$ cat config.mk
export PLATFORM = sky130hd
export DESIGN_NAME = url_percent_decoder_core
export DESIGN_NICKNAME = d
export VERILOG_FILES = /design/src/hdl/upd_pkg.sv /design/src/hdl/url_percent_decoder_core.sv
export SDC_FILE = /design/constraint.sdc
export NUM_CORES = 1
export LEC_CHECK = 0
export ABC_AREA = 1
export ABC_CLOCK_PERIOD_IN_PS = 4100
export BUFFER_PORTS_ARGS = -buffer_cell sky130_fd_sc_hd__clkbuf_2
export CORE_UTILIZATION = 40
export CTS_BUF_LIST = sky130_fd_sc_hd__clkbuf_16
export CTS_CLUSTER_SIZE = 16
export DETAILED_ROUTE_END_ITERATION = 7
export PLACE_DENSITY = 0.64
export RECOVER_POWER = 25
export SYNTH_ARGS = -nofsm -noshare
export SYNTH_HDL_FRONTEND = slang
export SYNTH_SLANG_ARGS = --single-unit
$ cat constraint.sdc
create_clock -name clk -period 4.1 [get_ports clk]
set_clock_uncertainty 0.05 [all_clocks]
set_input_delay 0.82 -clock clk [delete_from_list [all_inputs] [get_ports clk]]
set_output_delay 0.82 -clock clk [all_outputs]
set_load 0.05 [all_outputs]
$ cat src/hdl/upd_pkg.sv
`timescale 1ns / 1ps
// ----------------------------------------------------------------------------
// upd_pkg
// Shared types, character codes and helper functions for the URL percent
// decoder core.
// ----------------------------------------------------------------------------
package upd_pkg;

    // Character codes
    localparam logic [7:0] CH_PLUS    = 8'h2B;
    localparam logic [7:0] CH_PERCENT = 8'h25;
    localparam logic [7:0] CH_LT      = 8'h3C;
    localparam logic [7:0] CH_GT      = 8'h3E;
    localparam logic [7:0] CH_SPACE   = 8'h20;
    localparam logic [7:0] CH_DIGIT_0 = 8'h30;
    localparam logic [7:0] CH_DIGIT_9 = 8'h39;
    localparam logic [7:0] CH_UPPER_A = 8'h41;
    localparam logic [7:0] CH_UPPER_F = 8'h46;
    localparam logic [7:0] CH_LOWER_A = 8'h61;
    localparam logic [7:0] CH_LOWER_F = 8'h66;
    localparam logic [3:0] HEX_ALPHA  = 4'd10;

    // Number of result bytes one input byte can produce
    localparam int unsigned MAX_RESULTS = 3;

    // Input transaction payload
    typedef struct packed {
        logic [7:0] in_byte;
        logic       in_last;
    } upd_in_t;

    // Output transaction payload
    typedef struct packed {
        logic [7:0] out_byte;
        logic       out_last;
    } upd_out_t;

    // Escape tracking, one-hot
    typedef enum logic [2:0] {
        PH_IDLE  = 3'b001,
        PH_PCT   = 3'b010,
        PH_DIGIT = 3'b100
    } upd_phase_t;

    // True for 0-9, A-F, a-f
    function automatic logic is_hex(input logic [7:0] c);
        return ((c >= CH_DIGIT_0) && (c <= CH_DIGIT_9)) ||
               ((c >= CH_UPPER_A) && (c <= CH_UPPER_F)) ||
               ((c >= CH_LOWER_A) && (c <= CH_LOWER_F));
    endfunction

    // Nibble value of a hex digit, zero for anything else
    function automatic logic [3:0] hex_value(input logic [7:0] c);
        logic [7:0] diff;
        diff = 8'd0;
        if ((c >= CH_DIGIT_0) && (c <= CH_DIGIT_9))
            diff = c - CH_DIGIT_0;
        else if ((c >= CH_UPPER_A) && (c <= CH_UPPER_F))
            diff = c - CH_UPPER_A + {4'd0, HEX_ALPHA};
        else if ((c >= CH_LOWER_A) && (c <= CH_LOWER_F))
            diff = c - CH_LOWER_A + {4'd0, HEX_ALPHA};
        return diff[3:0];
    endfunction

    // Replace angle brackets by a space
    function automatic logic [7:0] sanitize(input logic [7:0] c);
        return ((c == CH_LT) || (c == CH_GT)) ? CH_SPACE : c;
    endfunction

    // Literal character: plus becomes a space, then sanitize
    function automatic logic [7:0] literal(input logic [7:0] c);
        return (c == CH_PLUS) ? CH_SPACE : sanitize(c);
    endfunction

endpackage

$ cat src/hdl/url_percent_decoder_core.sv
`timescale 1ns / 1ps
// ----------------------------------------------------------------------------
// url_percent_decoder_core
// Streaming decoder for form-encoded text: plus to space, percent escapes to
// bytes, angle brackets to space, held bytes flushed at end of string.
// ----------------------------------------------------------------------------
// Usage:
//   Input channel (in_valid / in_ready / in_data) carries one raw byte per
//   transaction with in_last on the final byte of a string. Output channel
//   (out_valid / out_ready / out_data) carries decoded bytes, out_last on the
//   final decoded byte of a string.
//   Each input byte is decoded in the cycle it is accepted and its results
//   (zero to three bytes) land in a three-entry result register; the first
//   result is visible in the cycle after acceptance.
//   Throughput is one input byte per cycle while each byte yields at most one
//   result and the receiver is ready. A byte yielding more results holds the
//   input until they drain; the input is taken again in the cycle the last of
//   them leaves.
//   in_ready depends on out_ready in that cycle: a new transaction is taken
//   when the result register is empty or its last entry is being drained.
//   When the receiver stalls, results hold and the input stalls behind them.
//   Reset clears the escape state and empties the result register.
// ----------------------------------------------------------------------------
module url_percent_decoder_core (
    input  logic              clk,
    input  logic              rst_n,
    input  logic              in_valid,
    output logic              in_ready,
    input  upd_pkg::upd_in_t  in_data,
    output logic              out_valid,
    input  logic              out_ready,
    output upd_pkg::upd_out_t out_data
);
    import upd_pkg::*;

    upd_phase_t phase_reg, phase_next;
    logic [7:0] held_reg, held_next;
    upd_out_t   q_reg [MAX_RESULTS];
    upd_out_t   q_next [MAX_RESULTS];
    logic [1:0] cnt_reg, cnt_next;

    upd_out_t   res [MAX_RESULTS];
    logic [1:0] res_cnt;
    logic       in_fire;
    logic       out_fire;

    // Handshake
    assign out_valid = (cnt_reg != 2'd0);
    assign out_data  = q_reg[0];
    assign out_fire  = out_valid && out_ready;
    assign in_ready  = (cnt_reg == 2'd0) || ((cnt_reg == 2'd1) && out_ready);
    assign in_fire   = in_valid && in_ready;

    // Decode one input byte into its result list
    always_comb
    begin
        logic [7:0] b;
        logic       done;
        logic [7:0] v;
        b          = in_data.in_byte;
        done       = 1'b0;
        v          = {hex_value(held_reg), hex_value(b)};
        res_cnt    = 2'd0;
        phase_next = PH_IDLE;
        held_next  = held_reg;
        for (int i = 0; i < MAX_RESULTS; i++)
        begin
            res[i] = '{out_byte: CH_SPACE, out_last: 1'b0};
        end

        // Resolve the pending escape
        unique case (phase_reg)
            PH_DIGIT:
            begin
                if (is_hex(b))
                begin
                    res[res_cnt].out_byte = sanitize(v);
                    res_cnt = res_cnt + 2'd1;
                    done = 1'b1;
                end
                else
                begin
                    res[res_cnt].out_byte = CH_PERCENT;
                    res_cnt = res_cnt + 2'd1;
                    res[res_cnt].out_byte = literal(held_reg);
                    res_cnt = res_cnt + 2'd1;
                end
            end
            PH_PCT:
            begin
                if (is_hex(b))
                begin
                    held_next  = b;
                    phase_next = PH_DIGIT;
                    done = 1'b1;
                end
                else
                begin
                    res[res_cnt].out_byte = CH_PERCENT;
                    res_cnt = res_cnt + 2'd1;
                end
            end
            default:
            begin
                phase_next = PH_IDLE;
            end
        endcase

        // Handle the byte as ordinary input
        if (!done)
        begin
            if (b == CH_PERCENT)
                phase_next = PH_PCT;
            else
            begin
                res[res_cnt].out_byte = literal(b);
                res_cnt = res_cnt + 2'd1;
            end
        end

        // Flush held bytes at end of string and mark the final result
        if (in_data.in_last)
        begin
            if (phase_next == PH_PCT)
            begin
                res[res_cnt].out_byte = CH_PERCENT;
                res_cnt = res_cnt + 2'd1;
            end
            else if (phase_next == PH_DIGIT)
            begin
                res[res_cnt].out_byte = CH_PERCENT;
                res_cnt = res_cnt + 2'd1;
                res[res_cnt].out_byte = literal(held_next);
                res_cnt = res_cnt + 2'd1;
            end
            phase_next = PH_IDLE;
            held_next  = 8'd0;
            if (res_cnt != 2'd0)
                res[res_cnt - 2'd1].out_last = 1'b1;
        end
    end

    // Load a new result list or drain one entry
    always_comb
    begin
        cnt_next  = cnt_reg;
        q_next[0] = q_reg[0];
        q_next[1] = q_reg[1];
        q_next[2] = q_reg[2];
        if (in_fire)
        begin
            cnt_next  = res_cnt;
            q_next[0] = res[0];
            q_next[1] = res[1];
            q_next[2] = res[2];
        end
        else if (out_fire)
        begin
            cnt_next  = cnt_reg - 2'd1;
            q_next[0] = q_reg[1];
            q_next[1] = q_reg[2];
        end
    end

    // Control state
    always_ff @(posedge clk or negedge rst_n)
    begin
        if (!rst_n)
        begin
            phase_reg <= PH_IDLE;
            held_reg  <= 8'd0;
            cnt_reg   <= 2'd0;
        end
        else
        begin
            cnt_reg <= cnt_next;
            if (in_fire)
            begin
                phase_reg <= phase_next;
                held_reg  <= held_next;
            end
        end
    end

    // Result payload
    always_ff @(posedge clk)
    begin
        q_reg[0] <= q_next[0];
        q_reg[1] <= q_next[1];
        q_reg[2] <= q_next[2];
    end

endmodule

==> impl_summary.txt <==
----------------------------------------------------
[STA]
  FMAX ... between 200 and 300 MHz
  Least-Margin Pin Slew ... ~800 ps
  Final worst path period need ... around 3700 ps
  Final TNS setup ... 0 ps
  Final slew viol count ... 0
  Setup repair after global routing missed its margin ... no
  Worst hold slack ... 471.8 ps
  Min setup slack post-route ... 362.0 ps
  Worst slew slack as a fraction of its limit ... 46.57%
  Setup violations, final ... 0
  Final Hold Vio Count ... 0
  Final period util ... approximately 90%

[Synthesis]
  Sequential area share after synthesis ... 34.41%
  Synth warn ... 0
  Per-instance average area after synthesis ... around 7.4 µm²
  Flip-flop and latch count after synthesis ... 40
  Post-Syn Nets ... 479
  Asr flop ratio synth ... 32.50%
  Post-synth top flop ... sky130_fd_sc_hd__edfxtp_1
  Post-Synthesis Cells ... 447
  Synthesized area ... 3306 µm²
  Count of different cell masters after synthesis ... 38
  Post-synth EDFFs ... 27

[Floorplan]
  Vertical die dimension ... 92.91 µm
  Number of core rows ... 32
  Width of the die ... 92.91 µm
  Number of placed I/O pins ... 24
  CORE AREA ... 7848 µm²
  Area of the die ... 8631 µm²
  Initial cell density of the core ... 42.12%

[Finish]
  Max reg flops ... 27
  Post-layout utilization of the core ... 45.81%
  Fin nets ... 494
  N_diodes ... 0
  Count of placed standard cells in the final layout, fillers left out ... between 500 and 600
  Layout-stage area growth over the synthesis result ... 8.743%
  Layout cells sized above 1 ... between 10% and 20%

[Power]
  Maximum ir drop on the vdd rail ... between 0.0002 and 0.0003 V
  Share of total power in combinational logic ... 49.2%
  Leakage component of the power ... 1.680 nW
  Sequential power share ... 31.4%
  Internal cell power ... roughly 1.2 mW
  Power per unit of standard cell area ... between 600 and 700 nW/µm²
  P_sw ... 1.039 mW
  Clock network fraction of design power ... 19.4%
  Sw Ratio ... 45.64%

[Min path]
  Worst Hold Class ... flop to flop
  Beginning of the worst hold path ... q_reg[0][12]

[Worst setup path]
  Kind of start point of the critical path ... primary input
  Largest driver fanout on the critical path ... 13
  Cell-by-cell trace of the critical path ... clkbuf_2 -> inv_1 -> ha_1 -> nor2_1 -> nand2_1 -> nand3_4 -> nand2_4 -> nand4_1 -> nand2_1 -> inv_1 -> ha_1 -> nor2_1 -> nor2_1 -> nand2_2 -> ha_1 -> inv_1 -> nor2_1 -> o21ai_0 -> o2111ai_1 -> a22o_1
  Crit path capture type ... flop
  Most frequent CP cell ... sky130_fd_sc_hd__nor2_1
  Top Family by Delay on Critical Path ... simple AND/OR/NAND/NOR gates
  Buf+Inv Stages, Crit Path ... 4
  Arrival time at the worst endpoint ... approximately 3700 ps
  Critical path class ... primary input to flop
  Crit Reg-Reg Startpoint ... phase_reg[2]
  Launch point of the critical path ... in_data[1]
  WP data required ... about 4000 ps
  Slowest cell on the critical path ... sky130_fd_sc_hd__ha_1
  Critical Path Max Stage Delay ... 270 ps

[Placed design]
  Final weighted congestion in routability-driven placement ... 0.9442
  Post-place setup slack ... between 100 and 150 ps
  Cell total after placement ... around 560
  Detailed Place HPWL ... between 6 and 7 mm
  Number of buffer cells added on primary ports ... 23

[Clocking]
  Clock latency on the worst-skew pair ... 280 ps
  Post-CTS Hold Buffers ... 0
  Clock transition at the register clock pins on the worst setup and hold paths after CTS ... approximately 60 ps
  Post-cts resize count ... 0
  Total number of clock tree sinks ... 40
  Number of post-CTS setup repair buffers ... 0
  Number of levels the H-tree was split into ... 2
  Clock tree from TritonCTS ... built
  Max Buffers Root-to-Sink ... 2
  Clock buffers created by TritonCTS ... 5
  Root Buffer Master ... sky130_fd_sc_hd__clkbuf_16

[Routing]
  Iter 0 DRT Violations ... 240
  Average via count per standard cell ... 5.457
  Detail Route Antenna Nets ... 0
  Routed wire length per instance ... 15.69 µm
  Vias after detailed routing ... 3083
  Post-route DRC ... 0
  First-pass iteration count of the detailed router ... 7
  Final WL ... 8.867 mm

[Flow run]
  Max-cap violations ... 0

[GRT]
  Number of global-route vias before repair ... 2844
  Global-route wire length before repair ... 14.34 mm
  Tot GR Track Use ... 21.48%
  Initial antenna violation count ... 0
  Pin count of the biggest net entering global routing ... between 40 and 50
  Remaining global-route overflow ... 0

[Status]
  Outcome ... completed

----------------------------------------------------
==> placed cells by master, fill, tap and decap left out, types with 5 or more instances in the layout <==
| cell type | synthesis | final |
|---|---|---|
| sky130_fd_sc_hd__nand2_4 | 5 | 5 |
| sky130_fd_sc_hd__nand4_1 | 8 | 8 |
| sky130_fd_sc_hd__nor2_1 | 46 | 46 |
| sky130_fd_sc_hd__nand3_1 | 38 | 38 |
| sky130_fd_sc_hd__clkbuf_16 | 0 | 5 |
| sky130_fd_sc_hd__inv_2 | 5 | 5 |
| sky130_fd_sc_hd__clkbuf_1 | 1 | 10 |
| sky130_fd_sc_hd__ha_1 | 19 | 19 |
| sky130_fd_sc_hd__buf_4 | 9 | 5 |
| sky130_fd_sc_hd__dfrtp_1 | 12 | 12 |
| sky130_fd_sc_hd__a21oi_1 | 18 | 18 |
| sky130_fd_sc_hd__nand2_2 | 13 | 13 |
| sky130_fd_sc_hd__nand2_1 | 101 | 101 |
| sky130_fd_sc_hd__inv_1 | 57 | 57 |
| sky130_fd_sc_hd__nor3_1 | 7 | 7 |
| sky130_fd_sc_hd__clkbuf_2 | 0 | 13 |
| sky130_fd_sc_hd__o21ai_0 | 19 | 19 |
| sky130_fd_sc_hd__edfxtp_1 | 27 | 27 |
| sky130_fd_sc_hd__o22ai_1 | 17 | 17 |
==> path summary, 6_finish.rpt <==
check | depth (start not counted) | slack [ps] | end
worst min-delay path | 2 | 470 | q_reg[0][3]
worst min register to register | 2 | 470 | q_reg[0][3]
worst max-delay path | 20 | 360 | q_reg[0][15]
min in group asynchronous | 1 | 480 | cnt_reg[1]
worst max register to register | 16 | 790 | q_reg[0][15]
max in group asynchronous | 1 | 3100 | held_reg[0]
==> through the flow <==
stage / power [mW] / cell area, µm²
finish: 2.277 / 3595
floorplan: 1.623 / 3306
global route: 2.431 / 3595
detailed placement: 1.845 / 3440
global placement: 1.824 / 3440
CTS: 2.285 / 3607
==> worst reg2reg max path, cell delays in order, from the launching register on <==
cell                        delay [ps]
sky130_fd_sc_hd__dfrtp_1           410
sky130_fd_sc_hd__inv_1              80
sky130_fd_sc_hd__nand3_1           170
sky130_fd_sc_hd__inv_1             380
sky130_fd_sc_hd__nand3_1           200
sky130_fd_sc_hd__nand2_1           130
sky130_fd_sc_hd__inv_1              70
sky130_fd_sc_hd__ha_1              270
sky130_fd_sc_hd__nor2_1             40
sky130_fd_sc_hd__nor2_1            130
sky130_fd_sc_hd__nand2_2           120
sky130_fd_sc_hd__ha_1              210
sky130_fd_sc_hd__inv_1             130
sky130_fd_sc_hd__nor2_1             90
sky130_fd_sc_hd__o21ai_0           240
sky130_fd_sc_hd__o2111ai_1         160
sky130_fd_sc_hd__a22o_1            200
==> power by group through the flow <==
stage	sequential (mW)	combinational (mW)	clock, mW
3_3_place_gp	0.719	1.10	0
3_5_place_dp	0.726	1.12	0
2_1_floorplan	0.697	0.926	0
4_1_cts	0.718	1.12	0.447
5_1_grt	0.736	1.23	0.462
6_report	0.715	1.12	0.442
==> synth_stat cells, types with 2 or more instances <==
cell type	instances	area, µm²
sky130_fd_sc_hd__o211ai_1	2	15.01
sky130_fd_sc_hd__ha_1	19	237.7
sky130_fd_sc_hd__nor2_2	3	18.77
sky130_fd_sc_hd__dfrtp_1	12	300.3
sky130_fd_sc_hd__xor2_1	2	17.52
sky130_fd_sc_hd__a21oi_1	18	90.09
sky130_fd_sc_hd__inv_2	5	18.77
sky130_fd_sc_hd__buf_4	9	67.56
sky130_fd_sc_hd__nor3_1	7	35.03
sky130_fd_sc_hd__o22ai_1	17	106.4
sky130_fd_sc_hd__nor2_1	46	172.7
sky130_fd_sc_hd__a22oi_1	2	15.01
sky130_fd_sc_hd__nand4_1	8	50.05
sky130_fd_sc_hd__nand2_1	101	379.1
sky130_fd_sc_hd__a31oi_1	4	25.02
sky130_fd_sc_hd__or2_2	4	25.02
sky130_fd_sc_hd__buf_1	2	7.510
sky130_fd_sc_hd__o2111ai_1	2	17.52
sky130_fd_sc_hd__inv_1	57	214.0
sky130_fd_sc_hd__buf_6	4	45.04
sky130_fd_sc_hd__nand2_4	5	56.30
sky130_fd_sc_hd__buf_2	3	15.01
sky130_fd_sc_hd__nand2_2	13	81.33
sky130_fd_sc_hd__edfxtp_1	27	810.8
sky130_fd_sc_hd__nand3_1	38	190.2
sky130_fd_sc_hd__o21ai_0	19	95.09
sky130_fd_sc_hd__nand3_2	4	40.04
sky130_fd_sc_hd__nor2_4	4	45.04
==> cell families (layout without fill, tap and decap cells) <==
| logic type | Yosys count | count (layout) | share of synthesized area (%) |
|---|---|---|---|
| and+or+nand+nor | 236 | 236 | 34.33 |
| buffers and inverters | 82 | 98 | 11.47 |
| AOI/OAI and AO/OA | 68 | 68 | 12.07 |
| adders and majority gates | 19 | 19 | 7.192 |
| DFF | 40 | 40 | 34.41 |
| xor gates and xnor gates | 2 | 2 | 0.5300 |
==> metal layers <==
metal  share of wire (%)  vias to the layer above  global-route usage (%)  wire (µm)
met3                 6.5                       17                   3.038        577
li1                    -                     1503                       -          -
met5                   0                        -                       0          0
met4                 2.3                        0                   7.821        201
met2                  46                      114                   34.74       4091
met1                  45                     1449                   29.07       3997
==> cell type report <==
type	instances	area (µm²)
Inverter	62	232.7
Timing Repair Buffer	28	140.1
Tap cell	102	127.6
Fill cell	827	4253
Sequential cell	40	1137
Clock buffer	5	125.1
Clock inverter	3	42.54
Multi-Input combinational cell	325	1789
(Power assumes the default switching activity.)
